## src/design/scs_pkg.sv

```systemverilog
// ----------------------------------------------------------------------------
// scs_pkg
// shared types and character codes for the source comment stripper
// ----------------------------------------------------------------------------
package scs_pkg;

  localparam int MaxRes = 3;

  localparam logic [7:0] CH_SLASH  = 8'h2F;
  localparam logic [7:0] CH_STAR   = 8'h2A;
  localparam logic [7:0] CH_HASH   = 8'h23;
  localparam logic [7:0] CH_NL     = 8'h0A;
  localparam logic [7:0] CH_DQUOTE = 8'h22;
  localparam logic [7:0] CH_SQUOTE = 8'h27;
  localparam logic [7:0] CH_BSLASH = 8'h5C;
  localparam logic [7:0] CH_SPACE  = 8'h20;

  localparam logic REG_SCRIPT_MODE = 1'b0;

  typedef enum logic [3:0] {
    SCAN_NORMAL     = 4'd0,
    SCAN_SLASH      = 4'd1,
    SCAN_LINE       = 4'd2,
    SCAN_BLOCK      = 4'd3,
    SCAN_BLOCK_STAR = 4'd4,
    SCAN_STR        = 4'd5,
    SCAN_STR_ESC    = 4'd6,
    SCAN_QPEND      = 4'd7,
    SCAN_TRIPLE     = 4'd8,
    SCAN_TRIPLE_ESC = 4'd9
  } scan_mode_t;

  typedef struct packed {
    scan_mode_t  scan_mode;
    logic        quote_kind;
    logic [1:0]  quote_run;
  } scan_state_t;

  typedef struct packed {
    logic [7:0] in_byte;
    logic       is_last;
  } scs_in_t;

  typedef struct packed {
    logic [7:0] out_byte;
    logic       byte_valid;
    logic       last_of_item;
    logic       end_of_text;
  } scs_out_t;

  typedef scs_out_t [MaxRes-1:0] scs_res_vec_t;

  typedef struct packed {
    scs_res_vec_t res;
    logic [1:0]   cnt;
  } scs_batch_t;

endpackage

```

## src/design/scs_scan.sv

```systemverilog
// ----------------------------------------------------------------------------
// scs_scan
// one step of the comment scanner: next state and up to three results
// ----------------------------------------------------------------------------
module scs_scan import scs_pkg::*; (
  input  scs_in_t     item,
  input  logic        script_mode,
  input  scan_state_t state,
  output scan_state_t state_next,
  output scs_batch_t  batch
);

  typedef struct packed {
    scan_mode_t  scan_mode;
    logic        take_quote;
    logic        quote_kind;
    logic        emit;
    logic [7:0]  ch;
  } norm_t;

  // what a byte starts when seen in normal text
  function automatic norm_t scan_norm(input logic [7:0] b, input logic script);
    norm_t r;
    r.scan_mode  = SCAN_NORMAL;
    r.take_quote = 1'b0;
    r.quote_kind = (b == CH_SQUOTE);
    r.emit       = 1'b1;
    r.ch         = b;
    if (!script && b == CH_SLASH) begin
      r.scan_mode = SCAN_SLASH;
      r.emit      = 1'b0;
    end else if (script && b == CH_HASH) begin
      r.scan_mode = SCAN_LINE;
      r.ch        = CH_SPACE;
    end else if (b == CH_DQUOTE || b == CH_SQUOTE) begin
      r.take_quote = 1'b1;
      if (script) begin
        r.scan_mode = SCAN_QPEND;
        r.emit      = 1'b0;
      end else begin
        r.scan_mode = SCAN_STR;
      end
    end
    return r;
  endfunction

  logic [7:0] ebuf [MaxRes];
  logic [1:0] n;
  logic [7:0] b;
  logic [7:0] q;
  logic [7:0] qf;
  norm_t      nr;
  scan_mode_t md;
  logic       qk;
  logic [1:0] qr;

  always_comb begin
    for (int k = 0; k < MaxRes; k++) begin
      ebuf[k] = 8'h00;
    end
    n  = 2'd0;
    b  = item.in_byte;
    md = state.scan_mode;
    qk = state.quote_kind;
    qr = state.quote_run;
    q  = state.quote_kind ? CH_SQUOTE : CH_DQUOTE;
    nr = scan_norm(b, script_mode);

    unique case (state.scan_mode)
      SCAN_SLASH: begin
        if (b == CH_SLASH) begin
          ebuf[n] = CH_SPACE; n = n + 2'd1;
          md = SCAN_LINE;
        end else if (b == CH_STAR) begin
          ebuf[n] = CH_SPACE; n = n + 2'd1;
          md = SCAN_BLOCK;
        end else begin
          ebuf[n] = CH_SLASH; n = n + 2'd1;
          md = nr.scan_mode;
          if (nr.take_quote) begin
            qk = nr.quote_kind;
            if (script_mode) qr = 2'd1;
          end
          if (nr.emit) begin
            ebuf[n] = nr.ch; n = n + 2'd1;
          end
        end
      end
      SCAN_LINE: begin
        if (b == CH_NL) begin
          ebuf[n] = b; n = n + 2'd1;
          md = SCAN_NORMAL;
        end
      end
      SCAN_BLOCK: begin
        if (b == CH_STAR) md = SCAN_BLOCK_STAR;
      end
      SCAN_BLOCK_STAR: begin
        if (b == CH_SLASH) md = SCAN_NORMAL;
        else if (b != CH_STAR) md = SCAN_BLOCK;
      end
      SCAN_STR: begin
        ebuf[n] = b; n = n + 2'd1;
        if (b == CH_BSLASH) md = SCAN_STR_ESC;
        else if (b == q) md = SCAN_NORMAL;
        else md = SCAN_STR;
      end
      SCAN_STR_ESC: begin
        ebuf[n] = b; n = n + 2'd1;
        md = SCAN_STR;
      end
      SCAN_QPEND: begin
        if (b == q) begin
          if (state.quote_run == 2'd1) begin
            qr = 2'd2;
          end else begin
            // third quote opens a triple-quoted string
            ebuf[0] = b; ebuf[1] = b; ebuf[2] = b; n = 2'd3;
            md = SCAN_TRIPLE;
            qr = 2'd0;
          end
        end else if (state.quote_run == 2'd1) begin
          // one pending quote opened an ordinary string
          ebuf[n] = q; n = n + 2'd1;
          qr = 2'd0;
          ebuf[n] = b; n = n + 2'd1;
          if (b == CH_BSLASH) md = SCAN_STR_ESC;
          else if (b == q) md = SCAN_NORMAL;
          else md = SCAN_STR;
        end else begin
          // empty string, byte goes back to normal text
          ebuf[n] = q; n = n + 2'd1;
          ebuf[n] = q; n = n + 2'd1;
          qr = 2'd0;
          md = nr.scan_mode;
          if (nr.take_quote) begin
            qk = nr.quote_kind;
            if (script_mode) qr = 2'd1;
          end
          if (nr.emit) begin
            ebuf[n] = nr.ch; n = n + 2'd1;
          end
        end
      end
      SCAN_TRIPLE: begin
        ebuf[n] = b; n = n + 2'd1;
        if (b == CH_BSLASH) begin
          md = SCAN_TRIPLE_ESC;
          qr = 2'd0;
        end else if (b == q) begin
          qr = state.quote_run + 2'd1;
          if (qr == 2'd3) begin
            md = SCAN_NORMAL;
            qr = 2'd0;
          end
        end else begin
          qr = 2'd0;
        end
      end
      SCAN_TRIPLE_ESC: begin
        ebuf[n] = b; n = n + 2'd1;
        md = SCAN_TRIPLE;
      end
      default: begin
        md = nr.scan_mode;
        if (nr.take_quote) begin
          qk = nr.quote_kind;
          if (script_mode) qr = 2'd1;
        end
        if (nr.emit) begin
          ebuf[n] = nr.ch; n = n + 2'd1;
        end
      end
    endcase

    // end of text: flush pending bytes and return to reset state
    qf = qk ? CH_SQUOTE : CH_DQUOTE;
    if (item.is_last) begin
      if (md == SCAN_SLASH) begin
        ebuf[n] = CH_SLASH; n = n + 2'd1;
      end else if (md == SCAN_QPEND) begin
        ebuf[n] = qf; n = n + 2'd1;
        if (qr != 2'd1) begin
          ebuf[n] = qf; n = n + 2'd1;
        end
      end
      md = SCAN_NORMAL;
      qk = 1'b0;
      qr = 2'd0;
    end

    state_next.scan_mode  = md;
    state_next.quote_kind = qk;
    state_next.quote_run  = qr;

    for (int k = 0; k < MaxRes; k++) begin
      batch.res[k].out_byte     = ebuf[k];
      batch.res[k].byte_valid   = 1'b1;
      batch.res[k].last_of_item = (2'(k) == n - 2'd1);
      batch.res[k].end_of_text  = item.is_last && (2'(k) == n - 2'd1);
    end
    batch.cnt = n;
    if (item.is_last && n == 2'd0) begin
      batch.res[0].out_byte     = 8'h00;
      batch.res[0].byte_valid   = 1'b0;
      batch.res[0].last_of_item = 1'b1;
      batch.res[0].end_of_text  = 1'b1;
      batch.cnt                 = 2'd1;
    end
  end

endmodule

```

## src/design/scs_res_buf.sv

```systemverilog
// ----------------------------------------------------------------------------
// scs_res_buf
// result register: holds one step's results and, while result_stall is low, sends them one per cycle
// ----------------------------------------------------------------------------
module scs_res_buf import scs_pkg::*; (
  input  logic       clk,
  input  logic       rst,
  input  logic       load,
  input  scs_batch_t batch,
  output logic       can_load,
  output logic       result_valid,
  input  logic       result_stall,
  output scs_out_t   result
);

  scs_res_vec_t res;
  logic [1:0]   cnt;
  logic [1:0]   idx;
  logic         full;
  logic         pop;
  logic         done;

  assign pop          = full && !result_stall;
  assign done         = pop && (idx == cnt - 2'd1);
  assign can_load     = !full || done;
  assign result_valid = full;
  assign result       = res[idx];

  always_ff @(posedge clk) begin
    if (rst) begin
      full <= 1'b0;
      idx  <= 2'd0;
      cnt  <= 2'd0;
    end else if (load) begin
      full <= 1'b1;
      idx  <= 2'd0;
      cnt  <= batch.cnt;
    end else if (done) begin
      full <= 1'b0;
      idx  <= 2'd0;
    end else if (pop) begin
      idx <= idx + 2'd1;
    end
  end

  always_ff @(posedge clk) begin
    if (load) begin
      res <= batch.res;
    end
  end

endmodule

```

## src/design/source_comment_stripper_core.sv

```systemverilog
// ----------------------------------------------------------------------------
// source_comment_stripper_core
// streaming comment stripper for c-style and script-style source text
// ----------------------------------------------------------------------------
// usage:
//   text enters one byte per request on the item channel (in_byte, is_last)
//   and leaves on the result channel, one character per request. each input
//   byte makes zero to three results; the last byte of a text always makes
//   at least one, tagged end_of_text (a bare marker if no character remains).
//   the user must set script_mode through the apb port only while the block
//   is idle; the block itself does not enforce this.
// path: a byte is captured in the input register, then scanned and loaded
//   into the result register once that register can take its results; its
//   first result shows on the result channel from the result register.
// throughput: one byte per cycle while each byte makes at most one result
//   and result_stall stays low; a byte with several results holds the
//   result register until all are sent, which can stall the item channel.
//   bytes with no result never wait on the result register.
// reset: rst (synchronous) empties both registers, returns the scanner to
//   normal text and clears script_mode.
// stall: a stalled result holds its payload; the input register keeps
//   taking bytes until it is full, then item_stall rises.
// ----------------------------------------------------------------------------
module source_comment_stripper_core import scs_pkg::*; (
  input  logic        clk,
  input  logic        rst,
  // apb configuration port
  input  logic        psel,
  input  logic        penable,
  input  logic        pwrite,
  input  logic [2:0]  paddr,
  input  logic [31:0] pwdata,
  output logic [31:0] prdata,
  output logic        pready,
  // text in
  input  logic        item_valid,
  output logic        item_stall,
  input  scs_in_t     item,
  // stripped text out
  output logic        result_valid,
  input  logic        result_stall,
  output scs_out_t    result
);

  // configuration register
  logic script_mode;

  assign pready = 1'b1;

  always_ff @(posedge clk) begin
    if (rst) begin
      script_mode <= 1'b0;
    end else if (psel && penable && pwrite && paddr[2] == REG_SCRIPT_MODE) begin
      script_mode <= pwdata[0];
    end
  end

  // read back the one register, zero elsewhere
  always_comb begin
    prdata = 32'h0;
    if (paddr[2] == REG_SCRIPT_MODE) prdata = {31'h0, script_mode};
  end

  // input register
  scs_in_t     in_item;
  logic        in_full;
  logic        consume;
  logic        load;
  logic        can_load;
  scan_state_t state;
  scan_state_t state_next;
  scs_batch_t  batch;

  // a byte leaves the input register once its results fit, or at once
  // when it makes none
  assign consume    = in_full && (batch.cnt == 2'd0 || can_load);
  assign load       = in_full && batch.cnt != 2'd0 && can_load;
  assign item_stall = in_full && !consume;

  always_ff @(posedge clk) begin
    if (rst) begin
      in_full <= 1'b0;
    end else if (item_valid && !item_stall) begin
      in_full <= 1'b1;
    end else if (consume) begin
      in_full <= 1'b0;
    end
  end

  always_ff @(posedge clk) begin
    if (item_valid && !item_stall) begin
      in_item <= item;
    end
  end

  // scanner state advances once per consumed byte
  always_ff @(posedge clk) begin
    if (rst) begin
      state.scan_mode  <= SCAN_NORMAL;
      state.quote_kind <= 1'b0;
      state.quote_run  <= 2'd0;
    end else if (consume) begin
      state <= state_next;
    end
  end

  scs_scan u_scan (
    .item        (in_item),
    .script_mode (script_mode),
    .state       (state),
    .state_next  (state_next),
    .batch       (batch)
  );

  scs_res_buf u_res_buf (
    .clk          (clk),
    .rst          (rst),
    .load         (load),
    .batch        (batch),
    .can_load     (can_load),
    .result_valid (result_valid),
    .result_stall (result_stall),
    .result       (result)
  );

endmodule
```

## config.mk

```make
export PLATFORM = sky130hd
export DESIGN_NAME = source_comment_stripper_core
export DESIGN_NICKNAME = d
export VERILOG_FILES = /design/src/design/scs_pkg.sv /design/src/design/scs_scan.sv /design/src/design/scs_res_buf.sv /design/src/design/source_comment_stripper_core.sv
export SDC_FILE = /design/constraint.sdc
export NUM_CORES = 1
export LEC_CHECK = 0
export BUFFER_PORTS_ARGS = -buffer_cell sky130_fd_sc_hd__buf_2
export CORE_MARGIN = 2
export CORE_UTILIZATION = 35
export CTS_BUF_LIST = sky130_fd_sc_hd__clkbuf_4
export DETAILED_ROUTE_END_ITERATION = 8
export GPL_TIMING_DRIVEN = 1
export PLACE_DENSITY = 0.6
export SLEW_MARGIN = 10
export SYNTH_ARGS = -nofsm -noshare
export SYNTH_HDL_FRONTEND = slang
export SYNTH_SLANG_ARGS = --single-unit
```

## constraint.sdc

```tcl
create_clock -name clk -period 9.3 [get_ports clk]
set_input_delay 0 -clock clk [delete_from_list [all_inputs] [get_ports clk]]
set_output_delay 0 -clock clk [all_outputs]
set_load 0.02 [all_outputs]
```

==> summary.md <==
| Metric | Value |
|---|---|
| Fin nets | `roughly 570` |
| Sequential fraction of the synthesis area | `34.7%` |
| Post-CTS setup buffers | `0` |
| Reg2reg path depth | `11` |
| Layout Skew | `0.0103 ns` |
| Initial antenna violation count | `0` |
| Final setup viols | `0` |
| Max Cap Violations | `0` |
| R2R Setup Slk | `between 5 and 6 ns` |
| WS Path Type | `reg -> reg` |
| Core area | `12,000 um^2` |
| Crit. path cell count | `11` |
| Crit-path max cell delay | `just over 0.8 ns` |
| Site Rows | `40` |
| HPWL Detailed | `about 8100 um` |
| Die Y | `roughly 110 um` |
| Setup Total Neg Slack | `0 ns` |
| CTS tree | `done` |
| Chip width | `114 um` |
| Setup crit end kind | `flip-flop` |
| Clk sinks | `54` |
| Die area | `13,100 um^2` |
| CP max stage cell | `dfxtp_1` |
| First-pass GRT wire length | `around 18,000 um` |
| GR Overflow Total | `0` |
| Most frequent cell after synthesis | `nor2_1` |
| Detailed Route WL | `11,000 um` |
| Status | `complete, no violations` |
| Pre-Repair DR Iteration Count | `5` |
| Endpoints failing hold | `0` |
| RD Place Congestion | `between 0.9 and 1` |
| Most frequent cells after synthesis | `41 x nor2_1, 40 x edfxtp_1, 36 x a21oi_1, 36 x nand2_1, 32 x buf_4` |
| Async set or reset register ratio after synthesis | `0%` |
| Library cells used by synthesis | `84` |
| Hold_sp | `result_stall` |
| Vias in the first global route | `roughly 3.5k` |
| Ys Warns | `0` |
| Share of cells above drive strength 1 | `~14%` |
| DRC viols | `0` |
| Worst R2R End | `u_res_buf.res[6]$_SDFFCE_PP0P_` |
| Hold Slack | `0.0376 ns` |
| Mapped Area | `4270 um^2` |
| Bufs on Longest Clock Path | `2` |
| Top Family by Delay on Critical Path | `simple AND/OR/NAND/NOR gates` |
| Met3 global-route usage | `under 10%` |
| Crit-path max FO | `24` |
| Top cells by area, synth | `edfxtp_1 28%, dfxtp_1 6.6%, buf_4 5.6%` |
| Critical path data arrival time | `4.37 ns` |
| Vias | `approximately 3.7k` |
| Hold Crit Class | `in -> reg` |
| DRT iter0 DRCs | `around 250` |
| IO Pins | `97` |
| Worst skew pair latency | `0.39 ns` |
| Post-synth top flop | `edfxtp_1` |
| Via density | `between 5 and 6` |
| Per-cell routed wire length | `around 17 um` |
| Area after DPL | `4360 um^2` |
| Max H-tree Level | `2` |
| Hold depth | `4` |
| Grt peak-use layer | `met2` |
| # port buffers | `31` |
| Post-Synthesis Cells | `between 400 and 500` |
| Area leader, netlist | `edfxtp_1` |
| Peak supply drop | `just under 0.04 mV` |
| TritonCTS buffer count | `5` |
| Post-route cell area | `approximately 4600 um^2` |
| Worst path bufs/invs | `1` |
| Layout area overhead | `7.06%` |
| Initial Util | `a little over a third` |
| Worst setup SP type | `flip-flop` |
| Mean post-synth cell area | `between 8 and 9 um^2` |
| Achievable Freq | `237 MHz` |
| CTS clk-pin slew, worst paths | `between 0.15 and 0.2 ns` |
| GRT Total Usage | `between 10% and 20%` |
| Max Slew Vio Count | `0` |
| Share of the synthesized area in the top cell type | `~28%` |
| Largest net degree at the start of global routing | `36` |
| Req. time, crit path | `9.45 ns` |
| Final worst-path cycle share | `between 40 and 50%` |
| PwrDens | `~100 nW/um^2` |
| CP cell instances | `nand4b_1 -> nor2_1 -> o31ai_2 -> a32oi_4 -> inv_2 -> ha_1 -> and3_1 -> o2111ai_1 -> nand4b_4 -> nor2_4 -> a21oi_1` |
| Worst slew pin tran | `~1 ns` |
| Root buf cell | `clkbuf_4` |
| Post-DRT Antenna Nets | `0` |
| Launching point of the worst reg2reg path | `state[4]$_SDFFE_PP0P_` |
| GR Util met1 | `22.0%` |
| Leak pwr | `about 0.0016 uW` |
| Slew margin rel. | `33.2%` |
| #FFs+latches synth | `between 50 and 60` |
| Min cycle time layout | `4.22 ns` |
| Hold EP | `u_res_buf.idx[0]$_SDFFE_PP0P_` |
| Met2 GRT Util | `28.2%` |
| Post-synth EDFFs | `40` |
| RSZ-0062 raised after global routing | `false` |
[worst reg2reg max path, stage by stage (launching register included)]
cell and delay (ns):
dfxtp_1 0.82, nand4b_1 0.44, nor2_1 0.71, o31ai_2 0.28, a32oi_4 0.37, inv_2 0.13
ha_1 0.32, and3_1 0.15, o2111ai_1 0.26, nand4b_4 0.19, nor2_4 0.21, a21oi_1 0.08
[power by group]
| group | leakage [uW] | total [uW] | internal, uW | switching [uW] |
|---|---|---|---|---|
| logic | 0.00105 | 69.0 | 23.2 | 45.8 |
| clock network | 0.0000293 | 108 | 29.7 | 77.8 |
| registers | 0.000490 | 283 | 270 | 13.0 |
| total | 0.00157 | 459 | 323 | 137 |
[worst max-delay path by stage]
stage	startpoint	end	slack [ns]
floorplan	in_item[5]$_DFFE_PP_	u_res_buf.idx[1]$_SDFFE_PP0P_	5.08
global placement	state[4]$_SDFFE_PP0P_	u_res_buf.res[6]$_SDFFCE_PP0P_	5.17
finish	state[4]$_SDFFE_PP0P_	u_res_buf.res[6]$_SDFFCE_PP0P_	5.08
detailed placement	state[4]$_SDFFE_PP0P_	u_res_buf.res[6]$_SDFFCE_PP0P_	5.16
CTS	state[4]$_SDFFE_PP0P_	u_res_buf.res[6]$_SDFFCE_PP0P_	5.10
global route	state[4]$_SDFFE_PP0P_	u_res_buf.res[1]$_SDFFCE_PP1P_	4.82
[layout make-up]
class | count | area (um^2)
Tap cell | 147 | 184
Timing Repair Buffer | 48 | 320
Sequential cell | 54 | 1480
Clock buffer | 5 | 37.5
Clock inverter | 3 | 20.0
Fill cell | 1222 | 7390
Multi-Input combinational cell | 383 | 2460
Inverter | 19 | 71.3
Antenna cell | 1 | 2.50
[state kept, by name, summed over array words and instances, names as in the netlist]
signal,flops
u_res_buf.cnt,2
state,7
u_res_buf.idx,2
in_item,9
u_res_buf.result_valid,1
u_res_buf.res,31
script_mode,1
in_full,1
[layout by cell type (no fill, tap or decap), drive strengths merged, types with 6 or more instances in the layout]
| cell | count |
|---|---|
| edfxtp | 40 |
| nand3 | 11 |
| o21a | 7 |
| nor2 | 43 |
| a31oi | 8 |
| dlygate4sd3 | 15 |
| a211oi | 7 |
| o22ai | 8 |
| nand2 | 36 |
| conb | 32 |
| mux2i | 12 |
| o21ai | 32 |
| o211ai | 6 |
| nand2b | 6 |
| a21oi | 36 |
| nor3 | 23 |
| buf | 33 |
| nor2b | 10 |
| and3 | 10 |
| dfxtp | 14 |
| inv | 19 |
| and2 | 9 |
| o31ai | 6 |
[routing by layer]
metal	vias to the layer above	wire, um	part of all wire [%]
met3	25	689	6.3
met1	1751	4720	43
met4	0	380	3.5
met5	-	0	0
li1	1807	-	-
met2	160	5160	47
[through the flow]
stage	utilization, %	setup WS (ns)	instances	power [uW]
detailed placement	36.5	5.16	636	352
floorplan	-	5.08	519	344
CTS	38.2	5.10	659	463
global placement	36.5	5.17	636	351
finish	38.2	5.08	660	459
global route	38.2	4.82	659	483
[logic make-up after synthesis]
kind of cell | count (synthesis) | synth area share [%]
fa+ha+maj | 4 | 1.17
xor+xnor | 5 | 1.03
simple gates | 181 | 24.7
flops | 54 | 34.7
other cells | 2 | 0.176
compound gates | 149 | 24.9
mux | 12 | 2.81
buf+inv | 82 | 10.5
[what timing repair did]
item                      in CTS  in global routing
hold endpoints to repair      20                  0
gates resized for setup        0                  0
hold buffers                  15                  0
No activity file was read; power rests on OpenSTA's default activity.
